===== src/hdl/reuse_time_histogram_macros.svh =====
// Assertion macros for the reuse-time histogram block.
// Used by the top level; expects clk and rst_n in scope.
`ifndef REUSE_TIME_HISTOGRAM_MACROS_SVH
`define REUSE_TIME_HISTOGRAM_MACROS_SVH
`ifndef SYNTHESIS
`define RTH_ASSERT_IMPL(name, ante, cons) \
    name: assert property (@(posedge clk) disable iff (!rst_n) (ante) |-> (cons)) \
        else $error("rth assertion failed");
`define RTH_ASSERT_NEXT(name, ante, cons) \
    name: assert property (@(posedge clk) disable iff (!rst_n) (ante) |=> (cons)) \
        else $error("rth assertion failed");
`else
`define RTH_ASSERT_IMPL(name, ante, cons)
`define RTH_ASSERT_NEXT(name, ante, cons)
`endif
`endif


===== src/hdl/rth_pkg.sv =====
// Shared types, constants and helpers for the reuse-time histogram.
// No dependencies.
`timescale 1ns / 1ps
package rth_pkg;

    localparam int BUCKET_W = 13;
    localparam int OFFSET_W = 22;
    localparam int COUNT_W  = 32;
    localparam int TIME_W   = 32;
    // reuse time plus band bias fits in 33 bits
    localparam int T_W      = 33;
    localparam int GRP_W    = 8;
    localparam int NGRP     = 5;
    localparam int MSB_W    = 6;
    // clear sweep address covers the largest store
    localparam int CLR_AW   = 24;
    localparam int Q_DEPTH  = 4;
    localparam int Q_PW     = 2;
    localparam int Q_CW     = 3;

    typedef enum logic [3:0] {
        K_READ  = 4'b0001,
        K_HIT   = 4'b0010,
        K_FIRST = 4'b0100,
        K_ZERO  = 4'b1000
    } kind_t;

    typedef struct packed {
        kind_t                kind;
        logic                 ovf;
        logic [BUCKET_W-1:0]  bucket;
    } rth_tag_t;

    typedef struct packed {
        logic               busy;
        logic [CLR_AW-1:0]  addr;
    } rth_clr_t;

    function automatic logic [COUNT_W-1:0] sat_inc(input logic [COUNT_W-1:0] v);
        sat_inc = (v == '1) ? v : v + COUNT_W'(1);
    endfunction

endpackage


===== src/hdl/rth_queue.sv =====
// Short FIFO between the front end and the histogram back end.
// Depends on rth_pkg.
`timescale 1ns / 1ps
module rth_queue #(
    parameter int W = 8
) (
    input  logic         clk,
    input  logic         rst_n,
    input  logic         push,
    output logic         room,
    input  logic [W-1:0] wdata,
    input  logic         pop,
    output logic         avail,
    output logic [W-1:0] rdata
);
    import rth_pkg::*;

    logic [W-1:0]     mem [Q_DEPTH];
    logic [Q_PW-1:0]  wr_ptr_reg;
    logic [Q_PW-1:0]  rd_ptr_reg;
    logic [Q_CW-1:0]  cnt_reg;

    assign room  = (cnt_reg != Q_CW'(Q_DEPTH));
    assign avail = (cnt_reg != '0);
    assign rdata = mem[rd_ptr_reg];

    // store entries
    always_ff @(posedge clk)
    begin
        if (push)
        begin
            mem[wr_ptr_reg] <= wdata;
        end
    end

    // track pointers and fill level
    always_ff @(posedge clk or negedge rst_n)
    begin
        if (!rst_n)
        begin
            wr_ptr_reg <= '0;
            rd_ptr_reg <= '0;
            cnt_reg    <= '0;
        end
        else
        begin
            if (push)
            begin
                wr_ptr_reg <= wr_ptr_reg + Q_PW'(1);
            end
            if (pop)
            begin
                rd_ptr_reg <= rd_ptr_reg + Q_PW'(1);
            end
            if (push && !pop)
            begin
                cnt_reg <= cnt_reg + Q_CW'(1);
            end
            else if (pop && !push)
            begin
                cnt_reg <= cnt_reg - Q_CW'(1);
            end
        end
    end

endmodule


===== config.mk =====
export PLATFORM = sky130hd
export DESIGN_NAME = rth_queue
export DESIGN_NICKNAME = d
export VERILOG_FILES = /design/src/hdl/reuse_time_histogram_macros.svh /design/src/hdl/rth_pkg.sv /design/src/hdl/rth_queue.sv
export SDC_FILE = /design/constraint.sdc
export NUM_CORES = 1
export LEC_CHECK = 0
export ABC_AREA = 1
export BUFFER_PORTS_ARGS = -buffer_cell sky130_fd_sc_hd__clkbuf_2
export CORE_ASPECT_RATIO = 1.4
export CORE_UTILIZATION = 56
export DETAILED_ROUTE_END_ITERATION = 8
export PLACE_DENSITY = 0.88
export SETUP_SLACK_MARGIN = 0.02
export SYNTH_ARGS = -nofsm -noshare
export SYNTH_HDL_FRONTEND = slang
export SYNTH_SLANG_ARGS = --single-unit

===== constraint.sdc =====
create_clock -name clk -period 1.4 [get_ports clk]
set_input_delay 0.21 -clock clk [delete_from_list [all_inputs] [get_ports clk]]
set_output_delay 0.21 -clock clk [all_outputs]
set_load 0.1 [all_outputs]

==> run summary, run 1 <==
Die W -> 48.7 um
TritonCTS clock tree -> yes
Final core utilization -> 0.762
Antenna viol nets, final -> 0
Share of layout cells above drive strength 1 -> 0.299
Cell depth of the worst setup path -> 4
Library cells used by synthesis -> 18
FF/Latch Area -> 1140 um2
Filler cells -> 168
Post-Syn Area -> 1710 um2
Final Worst Setup Slack -> -0.189 ns
Max H-tree Level -> 2
WL/cell -> 13.9 um
CP Capture Type -> output port
Site row count -> 23
Max Fclk -> 629 MHz
Area leader, netlist -> edfxtp_1
Bufs and invs on worst path -> 2
Yosys Warn Count -> 0
Pre-Repair DR Iteration Count -> 4
Area Overhead vs Synth -> 28.3%
Dominant cells by area after synthesis -> edfxtp_1, dfrtp_1, nand2_1, o211ai_1, inv_1
Mean Syn Cell Area -> 12.0 um2
Skew-Pair Late Insertion Delay -> 0.28 ns
Max Cap Violations -> 0
Min-Delay Path Depth -> 2
Max Slew Vio Count -> 0
Most frequent cells after synthesis -> nand2_1, edfxtp_1, inv_1, o211ai_1, dfrtp_1
WP data required -> 1.19 ns
ANT cells -> 0
# DRC -> 0
Number of enable flip-flop cells after synthesis -> 32
Worst Clk Skew -> 0.00570 ns
Share of the synthesized area in the top cell type -> 0.562
Synthesized Nets -> 160
Grt ovf -> 0
Sequential element share of the synthesized area -> 0.665
Die ar. -> 3280 um2
Placer congestion estimate -> 0.660
CTS Buf Count -> 5
FFs w/ async S/R, synth -> 0.179
Num ports -> 22
Slew margin rel. -> 0.754
Crit path largest cell delay -> 0.41 ns
Avg Vias per Cell -> 5.06
Worst Path Max Fanout -> 32
Synth Instances -> 142
Period minus WS final -> 1.59 ns
Arrival @ worst endpoint -> 1.38 ns
Final Hold Vio Count -> 0
Status -> finished, violations left
Clock root cell -> clkbuf_8
Core ar. -> 2880 um2
Final cycle utilization of the critical path -> 1.14
Vias -> 1,068
Kind of critical path -> reg -> out
Clock buffer depth -> 2
R2R cell count -> 4
CP dominant cell by count -> buf_12
Multi-input logic area -> 435 um2
Endpoints failing setup -> 8
Largest net degree at the start of global routing -> 33
All-Layer GR Usage -> 0.209
TritonCTS Sinks -> 39
Initial antenna violation count -> 0
Post-layout nets -> 191
Hold crit path type -> in -> reg
Violated checks -> negative setup slack
First-pass GRT wire length -> 4.76 mm
Starting density of the core -> 0.594
Vias in the first global route -> 1,118
Total Wirelength -> 2.94 mm
# port buffers -> 21
Startpoint Class -> flop
RSZ-0062 raised after global routing -> true
Clock transition at the registers of the reported paths -> 0.07 ns
CP cell instances -> buf_12 -> o211ai_1 -> nand2_2 -> buf_12
Detailed Place HPWL -> 2.08 mm
Least-Margin Pin Slew -> 0.369 ns
CP top delay family -> flip-flops
Number of flip-flops in the largest register -> 32
Dominant synthesized flop cell -> edfxtp_1
Drt initial violations -> 50
Count leader, synth -> nand2_1
Number of synthesized register bits -> 39
Slowest-stage cell, CP -> dfrtp_1
Die H -> 67.4 um
## per-stage QoR
step	instances	hold slack [ns]	area (um2)	TNS, ns	setup WS (ns)
after floorplan	142	-0.0856	1730	-0.0323	-0.0185
after global placement	198	0.0521	2020	0	0.0948
after detailed placement	198	0.0578	2020	-0.0211	-0.0211
after CTS	208	0.124	2150	-1.35	-0.186
after global routing	211	0.126	2190	-2.03	-0.295
final	211	0.139	2190	-1.33	-0.189
## cell type report
cell class	count	share of cell area
Clock buffer	6	0.0376
Multi-Input combinational cell	67	0.199
Timing Repair Buffer	30	0.154
Inverter	30	0.0548
Sequential cell	39	0.518
Tap cell	37	0.0211
Clock inverter	2	0.0160
## metal layers
metal / vias to the layer above / share of wire / track usage
met5: - / 0 / 0
met4: 0 / 0.016 / 0.147
met3: 4 / 0.035 / 0.0586
met2: 22 / 0.59 / 0.408
met1: 510 / 0.36 / 0.181
li1: 532 / - / -
## cells in the final DEF (no fill, tap or decap)
| cell | netlist | final |
|---|---|---|
| buf_12 | 0 | 11 |
| buf_4 | 0 | 7 |
| bufinv_16 | 0 | 1 |
| clkbuf_2 | 1 | 11 |
| clkbuf_8 | 0 | 6 |
| clkinv_2 | 0 | 1 |
| clkinvlp_4 | 0 | 2 |
| dfrtp_1 | 7 | 7 |
| dlygate4sd3_1 | 0 | 1 |
| edfxtp_1 | 32 | 32 |
| fa_1 | 1 | 1 |
| ha_1 | 5 | 5 |
| inv_1 | 29 | 26 |
| inv_2 | 1 | 2 |
| nand2_1 | 35 | 27 |
| nand2_2 | 0 | 8 |
| nand3_1 | 3 | 1 |
| nand3_2 | 0 | 2 |
| nand4_1 | 1 | 1 |
| o211ai_1 | 15 | 15 |
| o211ai_2 | 1 | 1 |
| o21ai_0 | 1 | 1 |
| o21ai_1 | 1 | 1 |
| xnor2_1 | 1 | 1 |
| xor2_1 | 3 | 3 |
## kinds of logic after synthesis
| kind of cell | share of synthesized area |
|---|---|
| xor+xnor | 0.0205 |
| buf+inv | 0.0981 |
| simple gates | 0.0893 |
| flops | 0.665 |
| fa+ha+maj | 0.0483 |
| compound gates | 0.0791 |
## what timing repair did
item                                   4_1_cts  5_1_grt
gates resized for setup                      0        5
pin swaps                                    6       12
endpoints found under the hold margin        7        0
setup endpoints to repair                    8       31
hold buffers                                 1        0
cloned                                       0        0
buffers inserted                             1        3
## path summary, 6_finish.rpt
kind	startpoint	to	slack [ns]
hold / removal	pop	rd_ptr_reg[0]	0.14
min in group asynchronous	rst_n	cnt_reg[0]	0.31
setup reg to reg	wr_ptr_reg[0]	mem[2][6]	0.09
hold reg to reg	cnt_reg[2]	cnt_reg[2]	0.54
max in group asynchronous	rst_n	cnt_reg[2]	0.93
setup / recovery	rd_ptr_reg[0]	rdata[0]	-0.19
Power of run 1 is left out: the tool's default activity adds up to more than one toggle a clock period on the data nets, which glitch-free logic cannot reach.
==> run 2: changes to the inputs <==
--- a/config.mk
+++ b/config.mk
@@ -5,12 +5,12 @@
 export SDC_FILE = /design/constraint.sdc
 export NUM_CORES = 1
 export LEC_CHECK = 0
-export ABC_AREA = 1
 export BUFFER_PORTS_ARGS = -buffer_cell sky130_fd_sc_hd__clkbuf_2
 export CORE_ASPECT_RATIO = 1.4
-export CORE_UTILIZATION = 56
+export CORE_UTILIZATION = 55
 export DETAILED_ROUTE_END_ITERATION = 8
-export PLACE_DENSITY = 0.88
+export GPL_ROUTABILITY_DRIVEN = 1
+export PLACE_DENSITY = 0.87
 export SETUP_SLACK_MARGIN = 0.02
 export SYNTH_ARGS = -nofsm -noshare
 export SYNTH_HDL_FRONTEND = slang
==> run 2 against run 1 <==
The run still ends with negative setup slack left. Synthesized cell count decreased by 46%. Via count down 24%. Critical path type unchanged. Routed wire length down 12%. Clock skew rose by 0.0082 ns. Register-to-register slack worse by 0.07 ns. Worst setup slack worse by 0.23 ns. Sequential cell count is the same. Global-route usage decreased by 0.87 points. Synthesized area down 9.4%. Utilization rose by 3.0 points.
==> run summary, run 2 <==
Most frequent cells after synthesis -> edfxtp_1, mux4_2, dfrtp_1, ha_1
Antenna viol nets, final -> 0
Sequential element share of the synthesized area -> 0.733
HP Start -> wdata[7]
Most common cell after layout, fill and taps aside -> edfxtp_1
Count leader, synth -> edfxtp_1
Clock transition at the registers of the reported paths -> 0.11 ns
Endpoints failing setup -> 10
Worst Clk Skew -> 0.0139 ns
Number of enable flip-flop cells after synthesis -> 32
Worst Hold Path EP -> mem[0][7]
Starting density of the core -> 0.586
Slew margin rel. -> 0.717
Kind of critical path -> reg -> out
Hold crit path type -> in -> reg
Initial antenna violation count -> 0
Core ar. -> 2640 um2
Synth Instances -> 77
Vias in the first global route -> 866
Die ar. -> 3040 um2
RSZ-0062 raised after global routing -> true
Dpl cell area -> 1960 um2
FFs w/ async S/R, synth -> 0.179
Post-layout nets -> 138
FF-to-FF setup slack -> 0.02 ns
# DRC -> 0
Die W -> 46.9 um
Total Wirelength -> 2.58 mm
Min-Delay Path Depth -> 1
CP Capture Type -> output port
Clock root cell -> clkbuf_4
Yosys Warn Count -> 0
Number of synthesized register bits -> 39
Least-Margin Pin Slew -> 0.424 ns
Commonest non-fill, non-tap cells in the layout -> edfxtp_1, buf_12, clkbuf_2
Die H -> 64.8 um
Share of the synthesized area in the top cell type -> 0.620
Synthesized Nets -> 95
CTS Buf Count -> 5
Placer congestion estimate -> 0.693
Violated checks -> negative setup slack
Area Overhead vs Synth -> 35.1%
# port buffers -> 21
Max Fclk -> 549 MHz
Period minus WS final -> 1.82 ns
Largest net degree at the start of global routing -> 12
Worst Path Max Fanout -> 8
Mean Syn Cell Area -> 20.1 um2
TritonCTS clock tree -> yes
Pre-Repair DR Iteration Count -> 4
Num ports -> 22
Max Slew Vio Count -> 0
Arrival @ worst endpoint -> 1.61 ns
Fin area -> 2090 um2
Grt ovf -> 0
RR Endpoint -> cnt_reg[2]
Dominant cells by area after synthesis -> edfxtp_1, mux4_2, dfrtp_1, ha_1, xor2_1
Worst R2R Start -> cnt_reg[0]
Drt initial violations -> 15
WP data required -> 1.19 ns
Clock buffer depth -> 2
Number of flip-flops in the largest register -> 32
Library cells used by synthesis -> 16
Skew-Pair Late Insertion Delay -> 0.33 ns
Startpoint Class -> flop
Max H-tree Level -> 2
Avg Vias per Cell -> 5.19
All-Layer GR Usage -> 0.200
Post-Syn Area -> 1550 um2
Area leader, netlist -> edfxtp_1
ANT cells -> 0
Status -> finished, violations left
Vias -> 815
Dominant synthesized flop cell -> edfxtp_1
Share of layout cells above drive strength 1 -> 0.463
Final cycle utilization of the critical path -> 1.30
Final Worst Setup Slack -> -0.421 ns
First-pass GRT wire length -> 3.95 mm
WL/cell -> 16.4 um
TritonCTS Sinks -> 39
Detailed Place HPWL -> 1.77 mm
Site row count -> 22
R2R cell count -> 5
Max Cap Violations -> 0
Final Hold Vio Count -> 0
Filler cells -> 153
-- run 2: final cells by class --
type	instances	area, um2	area share
flip-flops and latches	39	1140	0.543
well taps	36	45.0	0.0215
clock inverters	2	7.51	0.00359
multi-input cells	32	404	0.193
repair buffers	38	443	0.212
inverters	4	15.0	0.00717
clock buffers	6	41.3	0.0197
-- run 2: how the worst max path moves through the flow --
stage	startpoint	endpoint	slack [ns]	depth (start not counted)
2_1_floorplan	rd_ptr_reg[0]	rdata[0]	-0.07	2
3_3_place_gp	rd_ptr_reg[0]	rdata[2]	-0.05	3
3_5_place_dp	rd_ptr_reg[0]	rdata[2]	-0.07	3
4_1_cts	rd_ptr_reg[0]	rdata[2]	-0.44	3
5_1_grt	rd_ptr_reg[0]	rdata[2]	-0.50	3
6_report	rd_ptr_reg[0]	rdata[4]	-0.42	3
-- run 2: cell families (layout without fill, tap and decap cells) --
| kind of cell | count (synthesis) | after routing | synth area share |
|---|---|---|---|
| mux | 9 | 9 | 0.124 |
| simple gates | 10 | 10 | 0.0323 |
| xor+xnor | 6 | 6 | 0.0339 |
| buf+inv | 6 | 50 | 0.0202 |
| compound gates | 1 | 1 | 0.00323 |
| fa+ha+maj | 6 | 6 | 0.0533 |
| flops | 39 | 39 | 0.733 |
-- run 2: layer usage --
metal | vias up | share of wire | GRT usage
met4 | 0 | 0.011 | 0.100
met3 | 5 | 0.052 | 0.0557
met2 | 24 | 0.53 | 0.326
met1 | 409 | 0.41 | 0.234
met5 | - | 0 | 0
li1 | 377 | - | -
-- run 2: timing repair --
| item | CTS | global route |
|---|---|---|
| hold buffers | 1 | 0 |
| pin swaps | 2 | 4 |
| setup endpoints to repair | 10 | 12 |
| setup buffers | 5 | 3 |
| gates resized for setup | 7 | 2 |
| endpoints found under the hold margin | 7 | 0 |
-- run 2: worst max-delay path, stage by stage, from the launching register on --
cell and delay [ns]:
dfrtp_1 0.41, buf_12 0.15, mux4_2 0.53, buf_12 0.19
-- run 2: per-stage QoR --
step	setup TNS [ns]	cells	worst slack [ns]	utilization	hold slack [ns]
floorplan	-0.543	77	-0.0679	-	-0.0856
global placement	-0.370	142	-0.0504	0.741	0.0505
detailed placement	-0.502	142	-0.0684	0.741	0.0644
CTS	-3.69	155	-0.443	0.784	0.0779
global route	-4.21	157	-0.502	0.792	0.0620
finish	-3.49	157	-0.421	0.792	0.0917
Power of run 2 is left out for the same reason.
==> run 3: changes to the inputs <==
--- a/config.mk
+++ b/config.mk
@@ -7,10 +7,12 @@
 export LEC_CHECK = 0
 export BUFFER_PORTS_ARGS = -buffer_cell sky130_fd_sc_hd__clkbuf_2
 export CORE_ASPECT_RATIO = 1.4
-export CORE_UTILIZATION = 55
+export CORE_UTILIZATION = 58
+export CTS_BUF_LIST = sky130_fd_sc_hd__clkbuf_4
+export CTS_CLUSTER_SIZE = 14
 export DETAILED_ROUTE_END_ITERATION = 8
 export GPL_ROUTABILITY_DRIVEN = 1
-export PLACE_DENSITY = 0.87
+export PLACE_DENSITY = 0.91
 export SETUP_SLACK_MARGIN = 0.02
 export SYNTH_ARGS = -nofsm -noshare
 export SYNTH_HDL_FRONTEND = slang
==> constraint.sdc (replaced) <==
create_clock -name clk -period 1.4 [get_ports clk]
set_input_delay 0.21 -clock clk [delete_from_list [all_inputs] [get_ports clk]]
set_output_delay 0.21 -clock clk [all_outputs]
set_load 0.005 [all_outputs]
==> run 3 against run 2 <==
The flow still finishes with violations (negative setup slack). Routed wire length grew 3.8%. Global-route usage grew 0.30 points. Sequential share of layout area grew 5.6 points. Count of clock-buffer cells in the layout is the same. Fmax grew 5.2%. Worst setup slack gained 0.090 ns. Final cell count shrank 1.3%. Critical endpoint unchanged. Largest cell class unchanged.
==> run summary, run 3 (synthesized netlist as in run 2, its figures left out) <==
Total Wirelength -> 2.68 mm
TritonCTS clock tree -> yes
RSZ-0062 raised after global routing -> true
Final cycle utilization of the critical path -> 1.24
Violated checks -> negative setup slack
Least-Margin Pin Slew -> 0.401 ns
Placer congestion estimate -> 0.820
Hold WS -> 0.0987 ns
Worst Clk Skew -> 0.00676 ns
Area Overhead vs Synth -> 22.4%
Worst Path Max Fanout -> 6
Core ar. -> 2470 um2
Site row count -> 21
Clock transition at the registers of the reported paths -> 0.10 ns
FF/Latch Area -> 1140 um2
Max H-tree Level -> 2
Starting density of the core -> 0.627
Most common cell after layout, fill and taps aside -> edfxtp_1
Clock buffer depth -> 2
Max Fclk -> 578 MHz
Vias in the first global route -> 846
Detailed Place HPWL -> 1.73 mm
Worst VDD drop -> 1110 uV
Largest net degree at the start of global routing -> 12
Status -> finished, violations left
All-Layer GR Usage -> 0.203
Final Worst Setup Slack -> -0.331 ns
Slew margin rel. -> 0.733
CP Launch Point -> rd_ptr_reg[0]
First-pass GRT wire length -> 3.81 mm
Period minus WS final -> 1.73 ns
Arrival @ worst endpoint -> 1.52 ns
Max Cap Violations -> 0
Worst R2R Start -> cnt_reg[0]
Die W -> 45.7 um
Num ports -> 22
CP Capture Type -> output port
Multi-input logic area -> 395 um2
Final Hold Vio Count -> 0
Leakage -> 0.000752 uW
Kind of critical path -> reg -> out
Avg Vias per Cell -> 5.19
Final Non-Filler Cells -> 155
HP Start -> wdata[0]
Drt initial violations -> 15
CTS Buf Count -> 5
Initial antenna violation count -> 0
Pre-Repair DR Iteration Count -> 4
TritonCTS Sinks -> 39
Die H -> 63.1 um
Hold crit path type -> in -> reg
Max Slew Vio Count -> 0
Commonest non-fill, non-tap cells in the layout -> edfxtp_1, clkbuf_2, buf_4
ANT cells -> 0
Filler cells -> 172
Die ar. -> 2880 um2
WL/cell -> 17.3 um
Endpoints failing setup -> 12
PD cells -> 1890 nW/um2
Final core utilization -> 0.767
Number of flip-flops in the largest register -> 32
WP data required -> 1.19 ns
Share of layout cells above drive strength 1 -> 0.446
# port buffers -> 21
Clock root cell -> clkbuf_4
Antenna viol nets, final -> 0
Grt ovf -> 0
DP Cell Count -> 142
Post-layout nets -> 138
Startpoint Class -> flop
Setup TNS -> -2.97 ns
# DRC -> 0
Skew-Pair Late Insertion Delay -> 0.33 ns
Vias -> 805
==> run 3: area by class of cell <==
cell class | instances | share of cell area
multi-input cells | 32 | 0.209
flip-flops and latches | 39 | 0.599
clock inverters | 2 | 0.00396
well taps | 34 | 0.0224
clock buffers | 6 | 0.0238
repair buffers | 38 | 0.134
inverters | 4 | 0.00792
==> run 3: through the flow <==
step / cell area (um2) / total power (uW) / worst slack (ns)
6_report: 1900 / 3580 / -0.331
4_1_cts: 1870 / 3520 / -0.350
3_5_place_dp: 1770 / 2880 / -0.0279
2_1_floorplan: 1550 / 2400 / 0.108
5_1_grt: 1900 / 3800 / -0.388
3_3_place_gp: 1770 / 2780 / 0.0328
==> run 3: critical path: stages, from the launching register on <==
cell and delay [ns]:
dfrtp_1 0.39, buf_6 0.16, mux4_2 0.51, clkbuf_2 0.13
==> run 3: layer usage <==
metal  share of wire  vias up  GRT usage
met3           0.037        6     0.0602
met2            0.56       24      0.339
li1                -      378          -
met4           0.026        0      0.117
met5               0        -          0
met1            0.38      397      0.215
==> run 3: where the power goes <==
group | internal (uW) | switching (uW) | total, uW
Combinational | 771 | 538 | 1310
Clock | 205 | 315 | 520
Sequential | 1550 | 201 | 1750
Total | 2530 | 1050 | 3580
==> run 3: final timing paths <==
| path | to | slack (ns) | depth (start not counted) |
|---|---|---|---|
| min reg2reg | cnt_reg[2] | 0.51 | 1 |
| max in group asynchronous | rd_ptr_reg[1] | 0.95 | 2 |
| min in group asynchronous | cnt_reg[0] | 0.28 | 2 |
| max reg2reg | cnt_reg[2] | -0.10 | 6 |
| max | rdata[4] | -0.33 | 3 |
| min | mem[0][0] | 0.1 | 1 |
==> run 3: what timing repair did <==
item / 4_1_cts / 5_1_grt
pin swaps: 2 / 3
buffers inserted: 3 / 1
endpoints found under the setup margin: 10 / 12
resized for setup: 5 / 5
hold buffers: 1 / 0
hold endpoints to repair: 7 / 0
Power figures use the tool's default switching activity.
